## src/design/svm_pkg.sv

```systemverilog
// Shared types and constants for the sparse vector merge block.
// No dependencies; compile this file first.
`default_nettype none

package svm_pkg;

    localparam int MAX_LEN    = 16;
    localparam int VALUE_BITS = 16;
    localparam int IDX_W      = 4;                  // bits of a stored position
    localparam int CNT_W      = 5;                  // counts 0..MAX_LEN
    localparam int RES_W      = 32;
    localparam int ENTRY_W    = IDX_W + VALUE_BITS; // index/value pair

    typedef enum logic [1:0] {
        ST_IDLE,
        ST_READ,
        ST_CALC,
        ST_FIN
    } state_t;

    typedef enum logic {
        ALU_ADD,
        ALU_MUL
    } alu_op_t;

endpackage

`default_nettype wire

```

## src/design/svm_in_if.sv

```systemverilog
// Input channel: one dense vector element per beat.
// Depends on svm_pkg for the value width.
`default_nettype none

interface svm_in_if;
    logic                                valid;
    logic                                ready;
    logic                                vector_sel;
    logic signed [svm_pkg::VALUE_BITS-1:0] value;
    logic                                last;

    modport source (output valid, output vector_sel, output value, output last,
                    input ready);
    modport sink   (input valid, input vector_sel, input value, input last,
                    output ready);
endinterface

`default_nettype wire

```

## src/design/svm_out_if.sv

```systemverilog
// Output channel: one merged result entry per beat.
// Depends on svm_pkg for the index and result widths.
`default_nettype none

interface svm_out_if;
    logic                              valid;
    logic                              ready;
    logic [svm_pkg::IDX_W-1:0]         index;
    logic signed [svm_pkg::RES_W-1:0]  result_value;
    logic                              present;
    logic                              end_of_run;

    modport source (output valid, output index, output result_value,
                    output present, output end_of_run, input ready);
    modport sink   (input valid, input index, input result_value,
                    input present, input end_of_run, output ready);
endinterface

`default_nettype wire

```

## src/design/svm_ram.sv

```systemverilog
// Generic single-write, single-read RAM with registered read data.
// No dependencies.
`default_nettype none

module svm_ram #(
    parameter int WIDTH = 8,
    parameter int DEPTH = 16
) (
    input  wire logic                     clk,
    input  wire logic                     we,
    input  wire logic [$clog2(DEPTH)-1:0] waddr,
    input  wire logic [WIDTH-1:0]         wdata,
    input  wire logic [$clog2(DEPTH)-1:0] raddr,
    output logic      [WIDTH-1:0]         rdata
);

    logic [WIDTH-1:0] mem [DEPTH];

    always_ff @(posedge clk)
    begin
        if (we)
        begin
            mem[waddr] <= wdata;
        end
        rdata <= mem[raddr];
    end

endmodule

`default_nettype wire

```

## src/design/svm_alu.sv

```systemverilog
// Shared arithmetic unit of the merge: add or multiply two stored values.
// Depends on svm_pkg for widths and the operation code.
`default_nettype none

module svm_alu (
    input  wire svm_pkg::alu_op_t                  op,
    input  wire logic signed [svm_pkg::VALUE_BITS-1:0] a,
    input  wire logic signed [svm_pkg::VALUE_BITS-1:0] b,
    output logic signed [svm_pkg::RES_W-1:0]           res
);

    logic signed [2*svm_pkg::VALUE_BITS-1:0] prod;
    logic signed [svm_pkg::VALUE_BITS:0]     sum;

    assign prod = a * b;
    assign sum  = {a[svm_pkg::VALUE_BITS-1], a} + {b[svm_pkg::VALUE_BITS-1], b};

    always_comb
    begin
        case (op)
            svm_pkg::ALU_ADD: res = svm_pkg::RES_W'(sum);
            svm_pkg::ALU_MUL: res = svm_pkg::RES_W'(prod);
            default:          res = svm_pkg::RES_W'(sum);
        endcase
    end

endmodule

`default_nettype wire

```

## src/design/sparse_vector_merge_add_mul.sv

```systemverilog
// Top level of the sparse vector merge: loader, merge sequencer, output register.
// Depends on svm_pkg, svm_in_if, svm_out_if, svm_ram and svm_alu.
`default_nettype none

// Two dense vectors arrive as beats on in_ch, A (vector_sel=0) then B
// (vector_sel=1); a shared position counter numbers the elements and only
// nonzero ones are kept as index/value pairs in two 16-entry RAMs. The
// beat marked last for B starts the merge, during which in_ch is not
// ready: every merge step passes through ST_READ, which presents the RAM
// read addresses, and ST_CALC, which compares the indices, runs the
// shared add/multiply unit and holds while the held-back result cannot
// move on to out_ch. A run has at most count_a + count_b steps, then
// ST_FIN. In sum mode (mode=0) every index with a nonzero sum is
// emitted, an index held by one vector alone with its own value; in
// product mode (mode=1) only indices held by both give a product. One
// result is held back until the next is known, so that end_of_run marks
// the true last beat; an empty run gives a single beat with present=0.
// Counts and position clear at the end of each run. Write mode only while
// the block is idle.

module sparse_vector_merge_add_mul (
    input  wire logic      clk,
    input  wire logic      rst_n,
    input  wire logic      cfg_we,
    input  wire logic      cfg_wdata,
    svm_in_if.sink         in_ch,
    svm_out_if.source      out_ch
);

    localparam int IW = svm_pkg::IDX_W;
    localparam int VB = svm_pkg::VALUE_BITS;
    localparam int CW = svm_pkg::CNT_W;
    localparam int RW = svm_pkg::RES_W;
    localparam int EW = svm_pkg::ENTRY_W;

    svm_pkg::state_t state_reg, state_next;

    logic          mode_reg;
    logic [CW-1:0] pos_reg, pos_next;
    logic [CW-1:0] cnt_a_reg, cnt_a_next;
    logic [CW-1:0] cnt_b_reg, cnt_b_next;
    logic [CW-1:0] i_reg, i_next;
    logic [CW-1:0] j_reg, j_next;
    logic [CW-1:0] n_reg, n_next;

    // Held-back result
    logic                 pend_valid_reg, pend_valid_next;
    logic [IW-1:0]        pend_index_reg, pend_index_next;
    logic signed [RW-1:0] pend_value_reg, pend_value_next;

    // Output register
    logic                 out_valid_reg, out_valid_next;
    logic [IW-1:0]        out_index_reg, out_index_next;
    logic signed [RW-1:0] out_value_reg, out_value_next;
    logic                 out_present_reg, out_present_next;
    logic                 out_end_reg, out_end_next;

    // Loader
    logic          in_acc;
    logic          load_ok;
    logic          we_a, we_b;
    logic [EW-1:0] wr_entry;

    // Merge datapath
    logic [EW-1:0]        rd_a, rd_b;
    logic [IW-1:0]        ia, ib;
    logic signed [VB-1:0] va, vb;
    logic                 have_a, have_b, room;
    logic                 both, tail_a, tail_b, work;
    logic                 eq, lt, take_b;
    logic                 emit, adv_i, adv_j;
    logic                 out_free, stall;
    logic [IW-1:0]        emit_index;
    svm_pkg::alu_op_t     alu_op;
    logic signed [VB-1:0] alu_a, alu_b;
    logic signed [RW-1:0] alu_res;

    // ---------------------------------------------------------------
    // Loader: keep nonzero elements at the current position
    // ---------------------------------------------------------------
    assign in_acc   = in_ch.valid && in_ch.ready;
    assign load_ok  = in_acc && (pos_reg < CW'(svm_pkg::MAX_LEN)) && (in_ch.value != '0);
    assign we_a     = load_ok && !in_ch.vector_sel && (cnt_a_reg < CW'(svm_pkg::MAX_LEN));
    assign we_b     = load_ok && in_ch.vector_sel && (cnt_b_reg < CW'(svm_pkg::MAX_LEN));
    assign wr_entry = {pos_reg[IW-1:0], in_ch.value};

    svm_ram #(
        .WIDTH (EW),
        .DEPTH (svm_pkg::MAX_LEN)
    ) u_store_a (
        .clk   (clk),
        .we    (we_a),
        .waddr (cnt_a_reg[IW-1:0]),
        .wdata (wr_entry),
        .raddr (i_reg[IW-1:0]),
        .rdata (rd_a)
    );

    svm_ram #(
        .WIDTH (EW),
        .DEPTH (svm_pkg::MAX_LEN)
    ) u_store_b (
        .clk   (clk),
        .we    (we_b),
        .waddr (cnt_b_reg[IW-1:0]),
        .wdata (wr_entry),
        .raddr (j_reg[IW-1:0]),
        .rdata (rd_b)
    );

    // ---------------------------------------------------------------
    // Merge step decode
    // ---------------------------------------------------------------
    assign ia = rd_a[EW-1:VB];
    assign va = rd_a[VB-1:0];
    assign ib = rd_b[EW-1:VB];
    assign vb = rd_b[VB-1:0];

    assign have_a = i_reg < cnt_a_reg;
    assign have_b = j_reg < cnt_b_reg;
    assign room   = n_reg < CW'(svm_pkg::MAX_LEN);

    // Both lists open first; in sum mode drain A, then B
    assign both   = have_a && have_b && room;
    assign tail_a = !both && !mode_reg && have_a && room;
    assign tail_b = !both && !mode_reg && !have_a && have_b && room;
    assign work   = both || tail_a || tail_b;

    assign eq     = ia == ib;
    assign lt     = ia < ib;
    assign take_b = (both && !eq && !lt) || tail_b;

    // Matching indices use both values; a lone entry adds zero
    assign alu_op     = (both && eq && mode_reg) ? svm_pkg::ALU_MUL : svm_pkg::ALU_ADD;
    assign alu_a      = take_b ? vb : va;
    assign alu_b      = (both && eq) ? vb : '0;
    assign emit_index = take_b ? ib : ia;

    svm_alu u_alu (
        .op  (alu_op),
        .a   (alu_a),
        .b   (alu_b),
        .res (alu_res)
    );

    assign emit  = both ? (eq ? (mode_reg || (alu_res != '0)) : !mode_reg) : 1'b1;
    assign adv_i = both ? (eq || lt) : tail_a;
    assign adv_j = both ? (eq || !lt) : tail_b;

    assign out_free = !out_valid_reg || out_ch.ready;
    // Hold the step while the held-back result cannot move on
    assign stall    = emit && pend_valid_reg && !out_free;

    // ---------------------------------------------------------------
    // Next state
    // ---------------------------------------------------------------
    always_comb
    begin
        state_next = state_reg;
        case (state_reg)
            svm_pkg::ST_IDLE:
            begin
                if (in_acc && in_ch.last && in_ch.vector_sel)
                begin
                    state_next = svm_pkg::ST_READ;
                end
            end
            svm_pkg::ST_READ:
            begin
                state_next = work ? svm_pkg::ST_CALC : svm_pkg::ST_FIN;
            end
            svm_pkg::ST_CALC:
            begin
                if (!stall)
                begin
                    state_next = svm_pkg::ST_READ;
                end
            end
            svm_pkg::ST_FIN:
            begin
                if (out_free)
                begin
                    state_next = svm_pkg::ST_IDLE;
                end
            end
            default:
            begin
                state_next = svm_pkg::ST_IDLE;
            end
        endcase
    end

    // ---------------------------------------------------------------
    // Datapath and outputs
    // ---------------------------------------------------------------
    always_comb
    begin
        pos_next         = pos_reg;
        cnt_a_next       = cnt_a_reg;
        cnt_b_next       = cnt_b_reg;
        i_next           = i_reg;
        j_next           = j_reg;
        n_next           = n_reg;
        pend_valid_next  = pend_valid_reg;
        pend_index_next  = pend_index_reg;
        pend_value_next  = pend_value_reg;
        out_valid_next   = out_valid_reg && !out_ch.ready;
        out_index_next   = out_index_reg;
        out_value_next   = out_value_reg;
        out_present_next = out_present_reg;
        out_end_next     = out_end_reg;

        case (state_reg)
            svm_pkg::ST_IDLE:
            begin
                i_next = '0;
                j_next = '0;
                n_next = '0;
                if (in_acc)
                begin
                    if (we_a)
                    begin
                        cnt_a_next = cnt_a_reg + 1'b1;
                    end
                    if (we_b)
                    begin
                        cnt_b_next = cnt_b_reg + 1'b1;
                    end
                    // Saturate the position at MAX_LEN
                    if (pos_reg < CW'(svm_pkg::MAX_LEN))
                    begin
                        pos_next = pos_reg + 1'b1;
                    end
                    if (in_ch.last && !in_ch.vector_sel)
                    begin
                        pos_next = '0;
                    end
                end
            end
            svm_pkg::ST_CALC:
            begin
                if (!stall)
                begin
                    if (adv_i)
                    begin
                        i_next = i_reg + 1'b1;
                    end
                    if (adv_j)
                    begin
                        j_next = j_reg + 1'b1;
                    end
                    if (emit)
                    begin
                        // Release the previous result, not the last one
                        if (pend_valid_reg)
                        begin
                            out_valid_next   = 1'b1;
                            out_index_next   = pend_index_reg;
                            out_value_next   = pend_value_reg;
                            out_present_next = 1'b1;
                            out_end_next     = 1'b0;
                        end
                        pend_valid_next = 1'b1;
                        pend_index_next = emit_index;
                        pend_value_next = alu_res;
                        n_next          = n_reg + 1'b1;
                    end
                end
            end
            svm_pkg::ST_FIN:
            begin
                if (out_free)
                begin
                    out_valid_next   = 1'b1;
                    out_end_next     = 1'b1;
                    out_present_next = pend_valid_reg;
                    out_index_next   = pend_valid_reg ? pend_index_reg : '0;
                    out_value_next   = pend_valid_reg ? pend_value_reg : '0;
                    // Drop both lists for the next pair
                    pend_valid_next  = 1'b0;
                    cnt_a_next       = '0;
                    cnt_b_next       = '0;
                    pos_next         = '0;
                end
            end
            default:
            begin
            end
        endcase
    end

    assign in_ch.ready         = state_reg == svm_pkg::ST_IDLE;
    assign out_ch.valid        = out_valid_reg;
    assign out_ch.index        = out_index_reg;
    assign out_ch.result_value = out_value_reg;
    assign out_ch.present      = out_present_reg;
    assign out_ch.end_of_run   = out_end_reg;

    // ---------------------------------------------------------------
    // Registers
    // ---------------------------------------------------------------
    always_ff @(posedge clk or negedge rst_n)
    begin
        if (!rst_n)
        begin
            state_reg      <= svm_pkg::ST_IDLE;
            mode_reg       <= 1'b0;
            pos_reg        <= '0;
            cnt_a_reg      <= '0;
            cnt_b_reg      <= '0;
            i_reg          <= '0;
            j_reg          <= '0;
            n_reg          <= '0;
            pend_valid_reg <= 1'b0;
            out_valid_reg  <= 1'b0;
        end
        else
        begin
            state_reg      <= state_next;
            pos_reg        <= pos_next;
            cnt_a_reg      <= cnt_a_next;
            cnt_b_reg      <= cnt_b_next;
            i_reg          <= i_next;
            j_reg          <= j_next;
            n_reg          <= n_next;
            pend_valid_reg <= pend_valid_next;
            out_valid_reg  <= out_valid_next;
            if (cfg_we)
            begin
                mode_reg <= cfg_wdata;
            end
        end
    end

    always_ff @(posedge clk)
    begin
        pend_index_reg  <= pend_index_next;
        pend_value_reg  <= pend_value_next;
        out_index_reg   <= out_index_next;
        out_value_reg   <= out_value_next;
        out_present_reg <= out_present_next;
        out_end_reg     <= out_end_next;
    end

endmodule

`default_nettype wire

```

## src/flat_wrapper.sv

```systemverilog
// flat-port wrapper written by rule: the top's interface ports become plain ports
module sparse_vector_merge_add_mul_flat 
  (clk, rst_n, cfg_we, cfg_wdata, in_ch_valid, in_ch_vector_sel, in_ch_value, in_ch_last, in_ch_ready, out_ch_valid, out_ch_index, out_ch_result_value, out_ch_present, out_ch_end_of_run, out_ch_ready);
  svm_in_if in_ch_i ();
  svm_out_if out_ch_i ();
  input  wire logic clk;
  input  wire logic rst_n;
  input  wire logic cfg_we;
  input  wire logic cfg_wdata;
  input wire logic [$bits(in_ch_i.valid)-1:0] in_ch_valid;
  input wire logic [$bits(in_ch_i.vector_sel)-1:0] in_ch_vector_sel;
  input wire logic [$bits(in_ch_i.value)-1:0] in_ch_value;
  input wire logic [$bits(in_ch_i.last)-1:0] in_ch_last;
  output wire logic [$bits(in_ch_i.ready)-1:0] in_ch_ready;
  output wire logic [$bits(out_ch_i.valid)-1:0] out_ch_valid;
  output wire logic [$bits(out_ch_i.index)-1:0] out_ch_index;
  output wire logic [$bits(out_ch_i.result_value)-1:0] out_ch_result_value;
  output wire logic [$bits(out_ch_i.present)-1:0] out_ch_present;
  output wire logic [$bits(out_ch_i.end_of_run)-1:0] out_ch_end_of_run;
  input wire logic [$bits(out_ch_i.ready)-1:0] out_ch_ready;
  assign in_ch_i.valid = in_ch_valid;
  assign in_ch_i.vector_sel = in_ch_vector_sel;
  assign in_ch_i.value = in_ch_value;
  assign in_ch_i.last = in_ch_last;
  assign in_ch_ready = in_ch_i.ready;
  assign out_ch_valid = out_ch_i.valid;
  assign out_ch_index = out_ch_i.index;
  assign out_ch_result_value = out_ch_i.result_value;
  assign out_ch_present = out_ch_i.present;
  assign out_ch_end_of_run = out_ch_i.end_of_run;
  assign out_ch_i.ready = out_ch_ready;
  sparse_vector_merge_add_mul u_core (.clk(clk), .rst_n(rst_n), .cfg_we(cfg_we), .cfg_wdata(cfg_wdata), .in_ch(in_ch_i), .out_ch(out_ch_i));
endmodule
```

## config.mk

```make
export PLATFORM = sky130hd
export DESIGN_NAME = sparse_vector_merge_add_mul_flat
export DESIGN_NICKNAME = d
export VERILOG_FILES = /design/src/design/svm_pkg.sv /design/src/design/svm_in_if.sv /design/src/design/svm_out_if.sv /design/src/design/svm_ram.sv /design/src/design/svm_alu.sv /design/src/design/sparse_vector_merge_add_mul.sv /design/src/flat_wrapper.sv
export SDC_FILE = /design/constraint.sdc
export NUM_CORES = 2
export LEC_CHECK = 0
export BUFFER_PORTS_ARGS = -buffer_cell sky130_fd_sc_hd__buf_2
export CORE_MARGIN = 2
export CORE_UTILIZATION = 30
export DETAILED_ROUTE_END_ITERATION = 16
export PLACE_DENSITY = 0.48
export SLEW_MARGIN = 20
export SYNTH_ARGS = -nofsm -noshare
export SYNTH_HDL_FRONTEND = slang
export SYNTH_SLANG_ARGS = --single-unit
export TNS_END_PERCENT = 5
```

## constraint.sdc

```tcl
create_clock -name clk -period 16.2 [get_ports clk]
set_clock_uncertainty 0.1 [all_clocks]
set_input_delay 2.43 -clock clk [delete_from_list [all_inputs] [get_ports clk]]
set_output_delay 2.43 -clock clk [all_outputs]
set_load 0.01 [all_outputs]
```

* Word-level counts from Yosys, hierarchy flattened
Memory sizes are Yosys's and may differ from the RTL's. A register that Yosys moved wholly into a read port is not among the register bits. Index checks and enable logic that the tools add are counted.
Word-level totals: register bits 109, RAM bits 640, output and inout port bits 40, logic and storage cells 176, memories 2
Memory list:
- u_core.u_store_a.mem | depth 16, width 20, read ports 1, clocked after memory_dff 1, wr ports 1, RTL line svm_ram.sv:17 | logic [WIDTH-1:0] mem [DEPTH];
- u_core.u_store_b.mem | depth 16, width 20, read ports 1, clocked after memory_dff 1, wr ports 1, RTL line svm_ram.sv:17
Cells by class: add/sub/neg operators 7, multiply operators 1, order comparisons 7, eq/ne operators 15, mux-type cells 69, bitwise operators 2, reduce and logical (&&, ||, !) cells 57
Operators by type and width (count):
- $mux 32 | 5
- $pmux 32 s2 | 2
- $mux 5 | 14
- $pmux 5 s2 | 6
- $mul 16x16->32 | 1
- $mux 16 | 2
- $reduce_bool 32->1 | 1
- $add 5x1->5 const B | 6
- $logic_and 1x1->1 | 25
- $mux 1 | 25
- $mux 4 | 6
- $lt 5x5->1 const B | 4
- $add 16x16->17 | 1
- $reduce_and 4->1 | 4
- $reduce_bool 16->1 | 1
- $reduce_and 3->1 | 5
- $lt 5x5->1 | 2
- $ne 2x1->1 const B | 5
- $ne 2x2->1 const B | 5
- $logic_not 1->1 | 9
- $pmux 1 s2 | 4
- $pmux 2 s4 | 1
- $pmux 4 s2 | 1
- $logic_or 1x1->1 | 7
- other kinds (10) | 16

* Longest topological paths before layout
depth in word-level cells 20, gate-level depth with buffers 39, depth with buffers taken out 35

* Cells and area by module
Synthesis repeated with hierarchy kept, for this count alone.
Second synthesis, totals: cells, all modules 2718, area, all modules 40944.3 um^2
By module, submodules not included:
- svm_ram | instances 2, cells each 533, area an instance 12530.8 um^2
- svm_alu | instances 1, cells each 1229, area an instance 10771.6 um^2
- sparse_vector_merge_add_mul | instances 1, cells each 423, area an instance 5111.2 um^2

* Worst setup path after synthesis
Ideal clock, no wire load.
path kind register -> register, start register u_core.cnt_b_reg[2], end register u_core.pend_index_reg[0], enable pin, library setup time 0.429 ns, arrival time 10.095 ns, path slack 5.576 ns, cell stages (with the launch flop) 36, buffers on the path 5, period minus slack after synthesis 10.624 ns, cells stage by stage dfrtp_1 clkbuf_1 inv_1 ha_1 a21oi_1 o21ai_1 a31oi_2 and3_1 clkbuf_1 buf_1 mux2i_1 clkinv_1 ha_1 fa_1 inv_1 fa_1 fa_1 inv_1 fa_1 fa_1 inv_1 fa_1 inv_1 ha_1 a211oi_1 o211ai_1 a211oi_2 nor3_2 a221oi_2 xnor2_1 a211oi_1 and4_1 buf_6 or2_1 buf_6 nor2_1
On the way: word-level cells in the longest chain between the ends 20, elaborated cells between the ends (all ways) 28
Ends and longest elaborated chain:
- from (decl) | RTL line sparse_vector_merge_add_mul.sv:41 | logic [CW-1:0] cnt_b_reg, cnt_b_next;
- from (signal assigned) | RTL line sparse_vector_merge_add_mul.sv:322 | cnt_b_reg <= cnt_b_next;
- $lt 5x5->1 * | RTL line sparse_vector_merge_add_mul.sv:120 | assign have_b = j_reg < cnt_b_reg;
- $logic_and 1x1->1 (2 in series) | RTL line sparse_vector_merge_add_mul.sv:124 | assign both = have_a && have_b && room;
- $logic_not 1->1 | RTL line sparse_vector_merge_add_mul.sv:126 | assign tail_b = !both && !mode_reg && !have_a && have_b && room;
- $logic_and 1x1->1 (4 in series) | RTL line sparse_vector_merge_add_mul.sv:126
- $logic_or 1x1->1 | RTL line sparse_vector_merge_add_mul.sv:131 | assign take_b = (both && !eq && !lt) || tail_b;
- $mux 16 | RTL line sparse_vector_merge_add_mul.sv:135 | assign alu_a = take_b ? vb : va;
- $mul 16x16->32 or $add 16x16->17 (tied branches) | RTL line svm_alu.sv:15, svm_alu.sv:16
- $pmux 32 s2 | RTL line svm_alu.sv:20 | case (op)
- $reduce_bool 32->1 | RTL line sparse_vector_merge_add_mul.sv:146 | assign emit = both ? (eq ? (mode_reg || (alu_res != '0)) : !mode_reg) : 1'b1;
- $logic_or 1x1->1 | RTL line sparse_vector_merge_add_mul.sv:146
- $mux 1 | RTL line sparse_vector_merge_add_mul.sv:146
- $mux 1 * | RTL line sparse_vector_merge_add_mul.sv:146
- $logic_and 1x1->1 (2 in series) | RTL line sparse_vector_merge_add_mul.sv:152 | assign stall = emit && pend_valid_reg && !out_free;
- $not 1->1 (no source line)
- $reduce_and 3->1 (no source line) *
- to (signal assigned) | RTL line sparse_vector_merge_add_mul.sv:337 | pend_index_reg <= pend_index_next;
- to (decl) | RTL line sparse_vector_merge_add_mul.sv:48 | logic [IW-1:0] pend_index_reg, pend_index_next;
Mark *: on every way between the ends. The rest lies on a longest branch, timed or not. A chain may end at the register's enable or synchronous reset.

* Worst setup path after layout
start register u_core.j_reg[3], end register u_core.pend_value_reg[3], enable pin
On the way: word-level cells in the longest chain between the ends 20, elaborated cells between the ends (all ways) 28
Ends and longest elaborated chain:
- from (decl) | RTL line sparse_vector_merge_add_mul.sv:43 | logic [CW-1:0] j_reg, j_next;
- from (signal assigned) | RTL line sparse_vector_merge_add_mul.sv:324 | j_reg <= j_next;
- $lt 5x5->1 * | RTL line sparse_vector_merge_add_mul.sv:120
- $logic_and 1x1->1 (2 in series) | RTL line sparse_vector_merge_add_mul.sv:124
- $logic_not 1->1 | RTL line sparse_vector_merge_add_mul.sv:126
- $logic_and 1x1->1 (4 in series) | RTL line sparse_vector_merge_add_mul.sv:126
- $logic_or 1x1->1 | RTL line sparse_vector_merge_add_mul.sv:131
- $mux 16 | RTL line sparse_vector_merge_add_mul.sv:135
- $mul 16x16->32 or $add 16x16->17 (tied branches) | RTL line svm_alu.sv:15, svm_alu.sv:16
- $pmux 32 s2 | RTL line svm_alu.sv:20
- $reduce_bool 32->1 | RTL line sparse_vector_merge_add_mul.sv:146
- $logic_or 1x1->1 | RTL line sparse_vector_merge_add_mul.sv:146
- $mux 1 | RTL line sparse_vector_merge_add_mul.sv:146
- $mux 1 * | RTL line sparse_vector_merge_add_mul.sv:146
- $logic_and 1x1->1 (2 in series) | RTL line sparse_vector_merge_add_mul.sv:152
- $not 1->1 (no source line)
- $reduce_and 3->1 (no source line) *
- to (signal assigned) | RTL line sparse_vector_merge_add_mul.sv:338 | pend_value_reg <= pend_value_next;
- to (decl) | RTL line sparse_vector_merge_add_mul.sv:49 | logic signed [RW-1:0] pend_value_reg, pend_value_next;
Marked as above.

==> summary.txt <==
status -> finished clean
worst rel slew slack -> 30.8%
P&R area growth vs syn -> 13.4%
Rows -> 135
Post-Syn Area -> 0.0407 mm²
arrival time of the worst setup path -> 11.40 ns
vias per cell -> 4.87
first-pass GRT wire length -> 159000 µm
Synth Area in Compound Gates -> 3.22%
final antenna-violating net count -> 0
Hold Slack -> 0.413 ns
setup tns final -> 0 ns
die height -> 372 µm
predominant post-synthesis flop cell -> edfxtp_1
Inst Count DP -> 4469
fmax -> 88.9 MHz
worst path required time -> 16.36 ns
Area contributors post-synth -> edfxtp_1 53%, fa_1 13%, mux4_2 11%
Post-Synth Adder-Cell Area -> 16.7%
Mapped Nets -> 3071
layout cells sized above 1 -> 17.7%
leading registers by flop count -> u_core.u_store_a.mem x320, u_core.u_store_b.mem x320
placed cell area -> 0.0434 mm²
fin area -> 0.0462 mm²
Netlist cell types -> 80
IO Count -> 64
Avg WL per Cell -> 23.2 µm
post-cts resize count -> 0
final setup fails -> 0
Final Wtd Congestion -> 0.946
largest net degree at the start of global routing -> 60
most used cell, CP -> fa_1
Placeable Area -> 0.135 mm²
hold_buf cts -> 0
Finished Layout Cells -> 4626
Synth Area in XOR/XNOR -> 1.16%
final wirelength -> 107000 µm
most frequent cell after synthesis -> edfxtp_1
gr ovfl total -> 0
clk_lat worst skew -> 0.68 ns
mux cell area share after synthesis -> 11.8%
Ys Warns -> 0
Synth area leader -> edfxtp_1
Root Buffer -> clkbuf_16
Die X -> 372 µm
Startpoint Class -> flop
DR vias -> 22500
sequential share of the synthesized area -> 56.8%
worst-path cell with the longest stage delay -> nor2_4
total track usage -> 15.7%
Synth Area in Simple Gates -> 6.14%
Worst-path clk slew -> 0.06 ns
maxcap violations -> 0
vias in the first global route -> 23700
Max IR drop VDD -> 0.0736 mV
leading cell types by count after synthesis -> 714 x edfxtp_1, 333 x inv_1, 263 x fa_1
critical path class -> reg -> reg
Post-layout nets -> 3186
die area -> 0.139 mm²
Starting Density -> 30.1%
# DRC -> 0
largest family of logic cells by synthesized area -> adder cells
number of enable flip-flop cells after synthesis -> 714
flop2flop setup slack -> 4.95 ns
post-route clock period utilization -> 69.4%
Max FO, Critical Path -> 36
P per Cell Area -> 159 mW/mm²
Final Hold Fails -> 0
initial drt markers -> 1898
H-tree levels -> 3
drt first pass iters -> 5
syn avg cell area -> 15.3 µm²
share of the synthesized area in the top cell type -> 52.7%
Max stage delay on crit path -> 0.79 ns
Port Buffers -> 63
Leakage -> 17.0 nW
DP Wirelength -> 71600 µm
fin. max-slew vios -> 0
TritonCTS clock tree -> done
unrepaired setup endpoints after global routing -> no
post-CTS setup buffers -> 0
HP Class -> reg -> reg
TritonCTS Buffers -> 86
Clock Sink Count -> 789
Worst Hold Depth -> 1
Yosys reg bits -> 789
Post-Synthesis Cells -> 2661
Tightest Pin Transition -> 1.04 ns
R2R depth -> 29
antenna violations before repair -> 3
Critical Path End Type -> flop
Post-synth ARST share -> 4.44%
Clock Tree Buf Depth -> 3
clock period minus worst slack -> 11.25 ns
==> logic make-up after synthesis <==
group           after synthesis
flops                       789
simple gates                560
buf+inv                     442
fa+ha+maj                   386
mux                         229
compound gates              201
xor+xnor                     54
==> cell usage in the layout, fill, tap and decap left out, types with 9 or more instances in the layout <==
master and n:
nand2_1 205, clkbuf_16 86, buf_4 58, nand3_1 22, clkinv_2 9, xor2_1 18, a21oi_1 42, fa_1 263
mux4_2 200, nor3_1 14, nor2_1 177, nor2b_1 12, clkinv_1 25, o21ai_0 61, dfxtp_1 40, and2_1 39
dfrtp_1 26, o211ai_1 9, nor3_2 9, o21a_1 11, a21o_1 13, ha_1 123, clkbuf_1 33, mux2i_1 23
nor2_2 24, buf_2 63, a211oi_1 10, xnor2_1 36, edfxtp_1 714, inv_1 333
==> layout make-up <==
| cell class | instances | area [µm²] |
|---|---|---|
| flip-flops and latches | 789 | 23100 |
| well taps | 1781 | 2230 |
| multi-input cells | 1430 | 16000 |
| diodes | 1 | 2.50 |
| fillers | 13000 | 89000 |
| inverters | 348 | 1310 |
| repair buffers | 121 | 751 |
| clock buffers | 123 | 2330 |
| clock inverters | 33 | 389 |
==> final timing paths <==
check | start | end
worst min-delay path | u_core.pend_value_reg[3] | u_core.out_ch.result_value[3]
worst max register to register | u_core.j_reg[3] | u_core.pend_value_reg[3]
min in group asynchronous | rst_n | u_core.j_reg[1]
worst max-delay path | u_core.j_reg[3] | u_core.pend_value_reg[3]
worst min register to register | u_core.pend_value_reg[3] | u_core.out_ch.result_value[3]
max in group asynchronous | rst_n | u_core.i_reg[0]
==> metal layers <==
layer	vias to the layer above	wire, µm	GRT usage [%]
li1	9763	-	-
met1	12000	49800	22.5
met2	614	50200	25.2
met3	122	5260	2.42
met4	0	2010	3.57
met5	-	0	0
==> metrics by stage <==
step	utilization, %	worst slack [ns]	total power [mW]
3_3_place_gp	32.1	5.19	5.48
6_report	34.2	4.95	7.34
2_1_floorplan	-	5.58	4.51
3_5_place_dp	32.1	4.85	5.51
4_1_cts	34.2	4.83	7.40
5_1_grt	34.2	4.25	7.78
==> power breakdown <==
part / internal (mW) / switching (mW)
Clock: 1.07 / 0.797
Combinational: 1.04 / 1.80
Sequential: 2.48 / 0.154
==> worst max-delay path, delay by kind of cell (launching register included) <==
family	cells	cell delay (ns)
buf+inv	6	1.05
fa+ha+maj	9	4.13
xor+xnor	1	0.40
flops	1	0.75
simple gates	7	2.57
mux	1	0.72
compound gates	5	1.10
Note: power is estimated with default switching activity, not from simulation.
